[config.mk]
export PLATFORM = sky130hd
export DESIGN_NAME = can_transport_frame_reassembler_unit
export DESIGN_NICKNAME = d
export VERILOG_FILES = /design/src/design/ctfr_pkg.sv /design/src/design/ctfr_in_stage.sv /design/src/design/ctfr_decode.sv /design/src/design/can_transport_frame_reassembler_unit.sv
export SDC_FILE = /design/constraint.sdc
export NUM_CORES = 1
export LEC_CHECK = 0
export ABC_AREA = 1
export BUFFER_PORTS_ARGS = -buffer_cell sky130_fd_sc_hd__buf_2
export CAP_MARGIN = 40
export CORE_AREA = 3 3 105 207
export DETAILED_ROUTE_END_ITERATION = 10
export DIE_AREA = 0 0 108 210
export GPL_ROUTABILITY_DRIVEN = 0
export GPL_TIMING_DRIVEN = 0
export PLACE_DENSITY = 0.71
export SLEW_MARGIN = 20
export SYNTH_ARGS = -nofsm -noshare
export SYNTH_HDL_FRONTEND = slang
export SYNTH_SLANG_ARGS = --single-unit
[constraint.sdc]
create_clock -name i_clk -period 3 [get_ports i_clk]
set_input_delay 0.6 -clock i_clk [delete_from_list [all_inputs] [get_ports i_clk]]
set_output_delay 0.6 -clock i_clk [all_outputs]
set_load 0.01 [all_outputs]
[src/design/ctfr_pkg.sv]
// Shared types and codes for the CAN transport frame reassembler.
// No dependencies; every other design file imports this package.
package ctfr_pkg;

    // Widths fixed by the frame and result formats
    localparam int FRAME_BYTES   = 8;
    localparam int SEG_BYTES     = 7;
    localparam int LEN_W         = 4;
    localparam int TOTAL_W       = 12;
    localparam int COUNT_W       = 13;
    localparam int SEQ_W         = 4;
    localparam int CNT_W         = 3;
    localparam int EVENT_W       = 3;
    localparam int IN_TDATA_W    = 72;
    localparam int OUT_TDATA_W   = 88;

    localparam logic [COUNT_W-1:0] COUNT_MAX = '1;

    // Protocol control nibble of byte 0
    localparam logic [3:0] PCI_SINGLE      = 4'h0;
    localparam logic [3:0] PCI_FIRST       = 4'h1;
    localparam logic [3:0] PCI_CONSECUTIVE = 4'h2;

    // Result event codes
    localparam logic [EVENT_W-1:0] EV_IGNORED  = 3'd0;
    localparam logic [EVENT_W-1:0] EV_SINGLE   = 3'd1;
    localparam logic [EVENT_W-1:0] EV_FIRST_FC = 3'd2;
    localparam logic [EVENT_W-1:0] EV_SEGMENT  = 3'd3;
    localparam logic [EVENT_W-1:0] EV_SEQ_ERR  = 3'd4;

    // One received frame; data[0] is byte 0 in the lowest bits
    typedef struct packed {
        logic [LEN_W-1:0]                 frame_length;
        logic [FRAME_BYTES-1:0][7:0]      data;
    } t_frame;

    // Packed as on the output tdata, offset in the lowest bits
    typedef struct packed {
        logic [TOTAL_W-1:0]               total_length;
        logic [SEG_BYTES-1:0][7:0]        seg;
        logic [CNT_W-1:0]                 byte_count;
        logic [COUNT_W-1:0]               offset;
    } t_payload;

    typedef struct packed {
        logic [EVENT_W-1:0] event_res;
        logic               message_done;
        t_payload           payload;
    } t_result;

endpackage

[src/design/ctfr_in_stage.sv]
// Input register stage of the frame reassembler.
// Depends on ctfr_pkg for the frame type.
module ctfr_in_stage
    import ctfr_pkg::*;
(
    input  logic   i_clk,
    input  logic   i_rst_n,
    input  logic   i_valid,
    input  t_frame i_frame,
    input  logic   i_advance,
    output logic   o_ready,
    output logic   o_valid,
    output t_frame o_frame
);

    logic   r_valid;
    t_frame r_frame;

    // accept when empty or when the held frame moves on this cycle
    assign o_ready = !r_valid || i_advance;

    always_ff @(posedge i_clk) begin
        if (!i_rst_n) begin
            r_valid <= 1'b0;
        end else if (o_ready) begin
            r_valid <= i_valid;
        end
    end

    always_ff @(posedge i_clk) begin
        if (o_ready && i_valid) begin
            r_frame <= i_frame;
        end
    end

    assign o_valid = r_valid;
    assign o_frame = r_frame;

endmodule

[src/design/ctfr_decode.sv]
// Frame classifier and reassembly state (total, count, sequence).
// Depends on ctfr_pkg for frame and result types and codes.
module ctfr_decode
    import ctfr_pkg::*;
(
    input  logic    i_clk,
    input  logic    i_rst_n,
    input  logic    i_enable,
    input  t_frame  i_frame,
    output t_result o_result
);

    logic [TOTAL_W-1:0] r_expected_total, n_expected_total;
    logic [COUNT_W-1:0] r_received_count, n_received_count;
    logic [SEQ_W-1:0]   r_next_sequence,  n_next_sequence;

    logic [3:0]         kind;
    logic [3:0]         low;
    logic [LEN_W-1:0]   sf_limit;
    logic [3:0]         sf_len;
    logic [COUNT_W:0]   cf_sum;
    logic [SEG_BYTES-1:0][7:0] raw_seg;
    t_result            res;

    assign kind = i_frame.data[0][7:4];
    assign low  = i_frame.data[0][3:0];

    always_comb begin
        n_expected_total = r_expected_total;
        n_received_count = r_received_count;
        n_next_sequence  = r_next_sequence;
        res              = '0;
        raw_seg          = '0;
        sf_limit         = (i_frame.frame_length == '0) ? '0 : i_frame.frame_length - 1'b1;
        sf_len           = (low > sf_limit) ? sf_limit : low;
        if (sf_len > 4'd7) begin
            sf_len = 4'd7;
        end
        cf_sum           = {1'b0, r_received_count} + (COUNT_W+1)'(SEG_BYTES);

        unique case (kind)
            PCI_SINGLE: begin
                res.event_res                   = EV_SINGLE;
                res.message_done                = 1'b1;
                res.payload.byte_count          = sf_len[CNT_W-1:0];
                res.payload.total_length        = TOTAL_W'(sf_len);
                for (int i = 0; i < SEG_BYTES; i++) begin
                    raw_seg[i] = i_frame.data[i+1];
                end
            end
            PCI_FIRST: begin
                n_expected_total                = {low, i_frame.data[1]};
                n_received_count                = COUNT_W'(6);
                n_next_sequence                 = SEQ_W'(1);
                res.event_res                   = EV_FIRST_FC;
                res.payload.byte_count          = CNT_W'(6);
                res.payload.total_length        = {low, i_frame.data[1]};
                for (int i = 0; i < SEG_BYTES - 1; i++) begin
                    raw_seg[i] = i_frame.data[i+2];
                end
            end
            PCI_CONSECUTIVE: begin
                if (low != r_next_sequence) begin
                    // drop the message in progress, report the bad control byte
                    n_expected_total = '0;
                    n_received_count = '0;
                    res.event_res    = EV_SEQ_ERR;
                    raw_seg[0]       = i_frame.data[0];
                end else begin
                    n_next_sequence  = (r_next_sequence == '1) ? SEQ_W'(1)
                                                               : r_next_sequence + 1'b1;
                    n_received_count = (cf_sum > {1'b0, COUNT_MAX}) ? COUNT_MAX
                                                                    : cf_sum[COUNT_W-1:0];
                    res.event_res            = EV_SEGMENT;
                    res.message_done         = (n_received_count >= {1'b0, r_expected_total});
                    res.payload.offset       = r_received_count;
                    res.payload.byte_count   = CNT_W'(SEG_BYTES);
                    res.payload.total_length = r_expected_total;
                    for (int i = 0; i < SEG_BYTES; i++) begin
                        raw_seg[i] = i_frame.data[i+1];
                    end
                end
            end
            default: begin
                res.event_res = EV_IGNORED;
            end
        endcase

        // zero seg bytes past the count; a sequence error still carries seg0
        for (int i = 0; i < SEG_BYTES; i++) begin
            if ((CNT_W+1)'(i) < {1'b0, res.payload.byte_count}
                    || (i == 0 && res.event_res == EV_SEQ_ERR)) begin
                res.payload.seg[i] = raw_seg[i];
            end else begin
                res.payload.seg[i] = '0;
            end
        end
    end

    always_ff @(posedge i_clk) begin
        if (!i_rst_n) begin
            r_expected_total <= '0;
            r_received_count <= '0;
            r_next_sequence  <= '0;
        end else if (i_enable) begin
            r_expected_total <= n_expected_total;
            r_received_count <= n_received_count;
            r_next_sequence  <= n_next_sequence;
        end
    end

    assign o_result = res;

endmodule

[src/design/can_transport_frame_reassembler_unit.sv]
// Top level of the CAN transport frame reassembler.
// Depends on ctfr_pkg, ctfr_in_stage and ctfr_decode.
//
// Usage:
//   Slave channel (s_axis) takes one received CAN frame per item: eight
//   data bytes and the frame length. Master channel (m_axis) gives one
//   result per frame: the event kind on tuser, the payload segment with
//   its message offset, byte count and declared total on tdata, and
//   tlast when the segment completes a message.
//   Frames are classified by the control nibble of byte 0: single frame,
//   first frame (answer with clear-to-send flow control), consecutive
//   frame, or ignored. A wrong sequence number reports an error item and
//   drops the message in progress. Payload is streamed, not buffered.
//   Path: each frame is held in the input register, then its result is
//   held in the result register. Throughput: one item per cycle while
//   m_axis_tready is high; the decode and the counter update sit in one
//   register-to-register path, so back-to-back frames see each other's
//   state updates.
//   Stall: when m_axis_tready is low the result register holds, one more
//   frame waits in the input register, and s_axis_tready then drops.
//   Reset (synchronous, active low) empties both registers and clears
//   the expected total, received count and expected sequence to zero.
module can_transport_frame_reassembler_unit
    import ctfr_pkg::*;
(
    input  logic                   i_clk,
    input  logic                   i_rst_n,
    input  logic                   i_s_axis_tvalid,
    output logic                   o_s_axis_tready,
    // byte0[7:0], byte1..byte7, frame_length[67:64], zero pad
    input  logic [IN_TDATA_W-1:0]  i_s_axis_tdata,
    output logic                   o_m_axis_tvalid,
    input  logic                   i_m_axis_tready,
    // offset[12:0], byte_count[15:13], seg0..seg6[71:16], total_length[83:72], zero pad
    output logic [OUT_TDATA_W-1:0] o_m_axis_tdata,
    // event_res[2:0]
    output logic [EVENT_W-1:0]     o_m_axis_tuser,
    // message_done
    output logic                   o_m_axis_tlast
);

    logic    in_valid;
    logic    advance;
    t_frame  in_frame;
    t_result dec_result;
    logic    r_out_valid;
    t_result r_out;

    // move the held frame into the result register when it is free
    assign advance = in_valid && (!r_out_valid || i_m_axis_tready);

    ctfr_in_stage u_in_stage (
        .i_clk     (i_clk),
        .i_rst_n   (i_rst_n),
        .i_valid   (i_s_axis_tvalid),
        .i_frame   (t_frame'(i_s_axis_tdata[$bits(t_frame)-1:0])),
        .i_advance (advance),
        .o_ready   (o_s_axis_tready),
        .o_valid   (in_valid),
        .o_frame   (in_frame)
    );

    // state advances exactly when the frame's result is captured
    ctfr_decode u_decode (
        .i_clk    (i_clk),
        .i_rst_n  (i_rst_n),
        .i_enable (advance),
        .i_frame  (in_frame),
        .o_result (dec_result)
    );

    always_ff @(posedge i_clk) begin
        if (!i_rst_n) begin
            r_out_valid <= 1'b0;
        end else if (!r_out_valid || i_m_axis_tready) begin
            r_out_valid <= in_valid;
        end
    end

    always_ff @(posedge i_clk) begin
        if (advance) begin
            r_out <= dec_result;
        end
    end

    assign o_m_axis_tvalid = r_out_valid;
    assign o_m_axis_tdata  = {(OUT_TDATA_W - $bits(t_payload))'(0), r_out.payload};
    assign o_m_axis_tuser  = r_out.event_res;
    assign o_m_axis_tlast  = r_out.message_done;

endmodule

# Word level (Yosys, flattened, before mapping)
# Cells that the tools add are included.
# totals
input_bits	76
wordCells	84
regBits	187
# op_classes
n_bitwise	1
add_sub_neg	3
n_eq_ne	7
n_reduce_logical	14
muxes	22
order_cmp	11
# ops
op	n
case mux 48 bit (3 select lines)	1
two-way mux 48 bit	1
two-way mux 13 bit	3
case mux 12 bit (3 select lines)	1
case mux 13 bit (2 select lines)	1
case mux 12 bit (2 select lines)	1
two-way mux 4 bit	5
case mux 3 bit (3 select lines)	2
two-way mux 16 bit	1
case mux 8 bit (2 select lines)	1
adder 13 x 3 -> 14 bit (second input constant)	1
> comparator 14 x 13 -> 1 bit (second input constant)	1
>= comparator 13 x 12 -> 1 bit	1
two-way mux 12 bit	1
less-than comparator 3 bit (first input constant)	3
zero test 4 bit	2
two-way mux 8 bit	1
case mux 4 bit (2 select lines)	1
less-than comparator 1 x 3 -> 1 bit (first input constant)	2
less-than comparator 2 x 3 -> 1 bit (first input constant)	2
AND reduction 3 bit	2
adder 4 x 1 -> 4 bit (second input constant)	1
== test 4 x 1 -> 1 bit (second input constant)	1
== test 4 x 2 -> 1 bit (second input constant)	1
17 further kinds	21

# Depth between registers and ports, before layout
# depth
ltp_word	9
mapped_depth	19
depth_no_buf	18

# Cells and area by module
# A second synthesis with hierarchy kept.
# hier_totals
cells_unflattened	712
area_unflattened_um2	8046.5
# modules_own_cells
module	cells_each	area_per_inst_um2	instances
ctfr_decode	537	3225.6	1
can_transport_frame_reassembler_unit	100	2727.6	1
ctfr_in_stage	75	2093.3	1

# Worst setup path before layout
# OpenSTA, ideal clock, no wires.
# synth_timing
path_type	in2reg
start	input port i_m_axis_tready
end	register r_out (netlist bit o_m_axis_tdata[0]), enable pin
required_time_ps	2559
t_arrival_ps	2543
path_buffers	0
cell_stages	4
setup_ps	441
slack_ps	15
cell_sequence	inv_1 -> nand2_1 -> nand2_1 -> inv_1
# synth_between
elab_chain_len	2
# synth_rtl
item	line_no	source
from (decl)	can_transport_frame_reassembler_unit.sv:33	input logic i_m_axis_tready,
logical OR 1 bit	can_transport_frame_reassembler_unit.sv:50	assign advance = in_valid && (!r_out_valid || i_m_axis_tready);
logical AND 1 bit	can_transport_frame_reassembler_unit.sv:50	
named net advance	can_transport_frame_reassembler_unit.sv:43	logic advance;
to (signal assigned)	can_transport_frame_reassembler_unit.sv:82	r_out <= dec_result;
to (decl)	can_transport_frame_reassembler_unit.sv:47	t_result r_out;
# The timed path passes the listed nets, and every way through them passes these cells.
# A chain may end at the register's enable or synchronous reset.

==> reports/results.txt <==
Entering global routing, the biggest net connects 59 pins. The run gives 17 as the clock buffer count from CTS. The tools report the area of the die as 22700 um2.

No sink is reached through more buffers than the 2 on the longest clock path. Dividing the detail-routed wire length by the instance count gives 17.5 um. Per report_power, the combinational group accounts for 7.1% of the total.

The run gives 0.31 ns as the register-to-register setup slack. The number of max-slew violations in the final report is 0, and the worst path buffer plus inverter count is 1. The fraction of power spent switching nets was 22.9%. The power spent charging and discharging nets came out at 1.28 mW. The clock tree synthesis step divided the H-tree into 4 levels.

After global routing the overflow that remains totals 0. At the worst endpoint, the required time is 3.18 ns. The worst min-delay path startpoint was i_s_axis_tdata[21]. The post-layout minimum cycle time is 2.69 ns, and the sequential element share of the synthesized area is 66.0%. After the first detailed-routing iteration, the DRC count stood at 359. The number of endpoints with negative hold slack in the final report is 0, and the via count of the first global-routing pass is 5942.

For the total global routing track utilization, the log shows 18.8%. Derived from the worst setup path, the maximum achievable clock frequency is 372 MHz. The type of the worst min-delay path is in -> reg. Setup repair after global routing left no endpoint under its margin. Walking the worst path, the cells encountered are inv_1, ha_1, a21oi_1, nand2_1, xor2_1, nand2_1, ha_1, nand2_1, a21oi_1, nor2_1, nand2_1, nor2_1, nand2_1, nand2_1, nand3_1, nand2_1, a21oi_1. Summed over all nets, the half-perimeter wirelength after detailed placement is 16100 um. The run finished with clean final reports. The root buffer cell chosen for the clock tree is sky130_fd_sc_hd__clkbuf_16. After detailed routing, the total wire length is 20700 um. The tools report the final non-filler cell area as 9820 um2. The stage delay of the slowest cell on the critical path was 0.38 ns. After synthesis the netlist holds a flip-flop and latch count of 187. The path with the worst hold slack has its endpoint at u_in_stage.o_frame[21]$_DFFE_PP_.

Relative to the synthesized area, the layout overhead comes to 22.1%. The tools report the critical path endpoint category as a register. The number of buffer cells added on primary ports is 161, and the count of instances resized after the clock tree is built is 0.

The initialized floorplan defines 74 standard-cell rows. The detail route stage leaves a number of antenna-violating nets equal to 0. The slowest stage of the critical path belongs to the cell sky130_fd_sc_hd__dfxtp_1. The run gives 0 as the number of failing setup endpoints in the final timing report. Of the total power, the clock network draws 39.2%.

STA classifies the critical path startpoint as a register. The post-CTS repair timing setup buffer count was 0. The critical path is of the reg -> reg type.

Cells with a size suffix above 1 make up 26.9% of the layout. Iteration count of the initial detailed-routing pass: 5. In this run the cell area measured after placement is 9250 um2. The worst register-to-register path ends at o_m_axis_tlast$_DFFE_PP_. The tools report the gate count after technology mapping as 717. The number of unique standard cell types used by synthesis is 39, and the quantity of hold-fixing buffers added after cts is 0. Along the worst path, the maximum fanout reaches 3. The depth of the worst hold-timing path came out at 1. In this run the horizontal extent of the chip is 108 um. After the last flow step, the layout net total stands at 996. The run gives 53.6% as the proportion of power drawn by flip-flops and latches. Measured against its own limit, the worst slew margin works out to 50.7%.

The leakage component of the power was 3.87 nW. The run gives 1 as the number of antenna violations at the first check in global routing. The cell that appears most often on the critical path is sky130_fd_sc_hd__nand2_1. The measured slew at the worst slew-check pin was 0.740 ns. Broken down by cell family, the worst path's largest delay share belongs to simple AND/OR/NAND/NOR gates.

The top cell types in the final layout, fill and taps aside, are sky130_fd_sc_hd__buf_2, sky130_fd_sc_hd__edfxtp_1, sky130_fd_sc_hd__nand2_1. The clock drives 187 sinks. The setup skew after layout is 0.00913 ns, and the effective utilization at floorplan is 39.3%. In this run the vertical extent of the chip is 210 um. The clock reaches the later pin of the worst-skew pair after 0.44 ns. The floorplan step defined a core boundary enclosing 20500 um2. The peak supply drop came out at 0.337 mV. The detailed router placed 5834 vias in this run.

The leading cell type in the layout, fill and taps excluded was sky130_fd_sc_hd__buf_2. Dividing the synthesized area by the synthesized cell count gives 11.2 um2. Wire length of the first global-routing pass: 31400 um. Cell internal power was estimated by the tool at 4.33 mW. Yosys printed 0 warnings. Power spread over the standard cell area amounts to 571 nW/um2. For the number of violations of the max-capacitance limit, the log shows 0. After detailed routing, the number of vias per cell comes to 4.94.

The startpoint identified for the worst register-to-register timing path is u_decode.r_received_count[1]$_SDFFE_PN0P_. The arrival time of the worst setup path is 2.87 ns, and the worst reg-to-reg path cell count is 17. The clock transition at the registers of the reported paths works out to 0.07 ns.

After detailed routing, the number of remaining DRC violations is 0. The portion of the clock cycle consumed by the worst path in the final layout was 89.7%; the post-synthesis instance area was 8040 um2. For the number of top-level pins, the log shows 170. Overall power consumption after layout is estimated at 5.61 mW.

TritonCTS built the clock tree.
==> per-stage QoR <==
stage	TNS (ns)	cells	setup slack, ns	util (%)	hold WS, ns
finish	0	1182	0.309	48.0	0.328
global placement	-96.95	1147	-0.863	44.9	0.447
CTS	0	1181	0.292	48.0	0.309
detailed placement	0	1149	0.308	45.2	0.451
global route	0	1182	0.0256	48.0	0.306
floorplan	0	720	0.0152	-	0.439
==> sequential cells by signal, indices dropped and copies added (netlist names) <==
signal,count
u_in_stage.o_frame,68
u_in_stage.o_valid,1
o_m_axis_tvalid,1
u_decode.r_received_count,13
u_decode.r_expected_total,12
o_m_axis_tlast,1
o_m_axis_tuser,3
u_decode.r_next_sequence,4
o_m_axis_tdata,84
==> cells by family (layout without fill, tap and decap cells) <==
group                    count (synthesis)  in the layout  share of synthesized area, %
AND/OR/NAND/NOR                        270            270                          14.7
buffers and inverters                  112            307                          6.33
flip-flops                             187            187                          66.0
adder cells (fa/ha/maj)                 18             18                          2.80
other                                    1              5                        0.0466
XOR/XNOR                                11             11                          1.20
AO/OA/AOI/OAI                          118            118                          8.91
==> worst max-delay path by stage <==
stage / endpoint / slack (ns) / start / cells past startpoint
final: o_m_axis_tlast$_DFFE_PP_ / 0.31 / u_decode.r_received_count[1]$_SDFFE_PN0P_ / 17
after CTS: o_m_axis_tdata[22]$_SDFFCE_PN0P_ / 0.29 / u_in_stage.o_frame[64]$_DFFE_PP_ / 14
after floorplan: o_m_axis_tdata[0]$_SDFFCE_PN0P_ / 0.02 / i_m_axis_tready / 4
after detailed placement: o_m_axis_tdata[17]$_SDFFCE_PN0P_ / 0.31 / u_in_stage.o_frame[64]$_DFFE_PP_ / 14
after global placement: o_m_axis_tdata[7]$_SDFFCE_PN0P_ / -0.86 / i_m_axis_tready / 5
after global routing: o_m_axis_tdata[22]$_SDFFCE_PN0P_ / 0.03 / u_in_stage.o_frame[64]$_DFFE_PP_ / 14
==> cell usage after synthesis <==
| master | count | area share (%) |
|---|---|---|
| sky130_fd_sc_hd__clkbuf_1 | 3 | 0.14 |
| sky130_fd_sc_hd__o21bai_1 | 1 | 0.093 |
| sky130_fd_sc_hd__inv_4 | 2 | 0.16 |
| sky130_fd_sc_hd__o22ai_1 | 8 | 0.62 |
| sky130_fd_sc_hd__nand2_4 | 2 | 0.28 |
| sky130_fd_sc_hd__conb_1 | 1 | 0.047 |
| sky130_fd_sc_hd__ha_1 | 18 | 2.8 |
| sky130_fd_sc_hd__a21oi_1 | 46 | 2.9 |
| sky130_fd_sc_hd__nor2_1 | 75 | 3.5 |
| sky130_fd_sc_hd__a21oi_2 | 2 | 0.22 |
| sky130_fd_sc_hd__o21ai_0 | 19 | 1.2 |
| sky130_fd_sc_hd__nor2_2 | 2 | 0.16 |
| sky130_fd_sc_hd__buf_1 | 1 | 0.047 |
| sky130_fd_sc_hd__dfxtp_1 | 31 | 7.7 |
| sky130_fd_sc_hd__xor2_1 | 10 | 1.1 |
| sky130_fd_sc_hd__nand3_1 | 33 | 2.1 |
| sky130_fd_sc_hd__nor3_1 | 2 | 0.12 |
| sky130_fd_sc_hd__nand3_4 | 2 | 0.44 |
| sky130_fd_sc_hd__a22oi_1 | 35 | 3.3 |
| sky130_fd_sc_hd__or2_2 | 1 | 0.078 |
| sky130_fd_sc_hd__o21ai_1 | 2 | 0.12 |
| sky130_fd_sc_hd__a21oi_4 | 1 | 0.20 |
| sky130_fd_sc_hd__buf_4 | 5 | 0.47 |
| sky130_fd_sc_hd__nand2_1 | 137 | 6.4 |
| sky130_fd_sc_hd__nand2_2 | 8 | 0.62 |
| sky130_fd_sc_hd__inv_2 | 6 | 0.28 |
| sky130_fd_sc_hd__inv_1 | 78 | 3.6 |
| sky130_fd_sc_hd__buf_2 | 10 | 0.62 |
| sky130_fd_sc_hd__nor4_1 | 1 | 0.078 |
| sky130_fd_sc_hd__nor2_4 | 2 | 0.28 |
| sky130_fd_sc_hd__nor3b_1 | 1 | 0.093 |
| sky130_fd_sc_hd__a31oi_1 | 2 | 0.16 |
| sky130_fd_sc_hd__nor2_8 | 1 | 0.25 |
| sky130_fd_sc_hd__buf_6 | 7 | 0.98 |
| sky130_fd_sc_hd__nand4_1 | 2 | 0.16 |
| sky130_fd_sc_hd__nand2_8 | 1 | 0.25 |
| sky130_fd_sc_hd__o211ai_1 | 2 | 0.19 |
| sky130_fd_sc_hd__edfxtp_1 | 156 | 58 |
| sky130_fd_sc_hd__xnor2_1 | 1 | 0.11 |
==> final cells by class <==
class / instances / area (um2)
diodes: 1 / 2.50
inverters: 86 / 333
clock buffers: 24 / 492
fillers: 1867 / 10600
well taps: 266 / 333
clock inverters: 8 / 83.8
repair buffers: 163 / 853
flip-flops and latches: 187 / 5310
multi-input cells: 421 / 2240
plain buffers: 26 / 181
==> power groups by stage <==
stage | registers [mW] | logic [mW] | clock network (mW)
global placement | 3.07 | 0.387 | 0
detailed placement | 3.06 | 0.405 | 0
global route | 3.01 | 0.443 | 2.35
finish | 3.01 | 0.400 | 2.20
CTS | 3.01 | 0.406 | 2.24
floorplan | 3.08 | 0.185 | 0
==> worst register-to-register path, delay by kind of cell (launching register included) <==
| kind | cells | cell delay [ns] |
|---|---|---|
| AND/OR/NAND/NOR | 10 | 0.87 |
| adder cells (fa/ha/maj) | 2 | 0.55 |
| flip-flops | 1 | 0.38 |
| AO/OA/AOI/OAI | 3 | 0.38 |
| XOR/XNOR | 1 | 0.16 |
| buffers and inverters | 1 | 0.10 |
==> routing by layer <==
metal	vias to the layer above	track usage (%)	wire length [um]
li1	2817	-	-
met1	2750	16.7	6270
met2	206	36.9	12300
met3	61	3.83	1080
met4	0	11.5	1100
met5	-	0	0
Power figures use the tool's default switching activity.
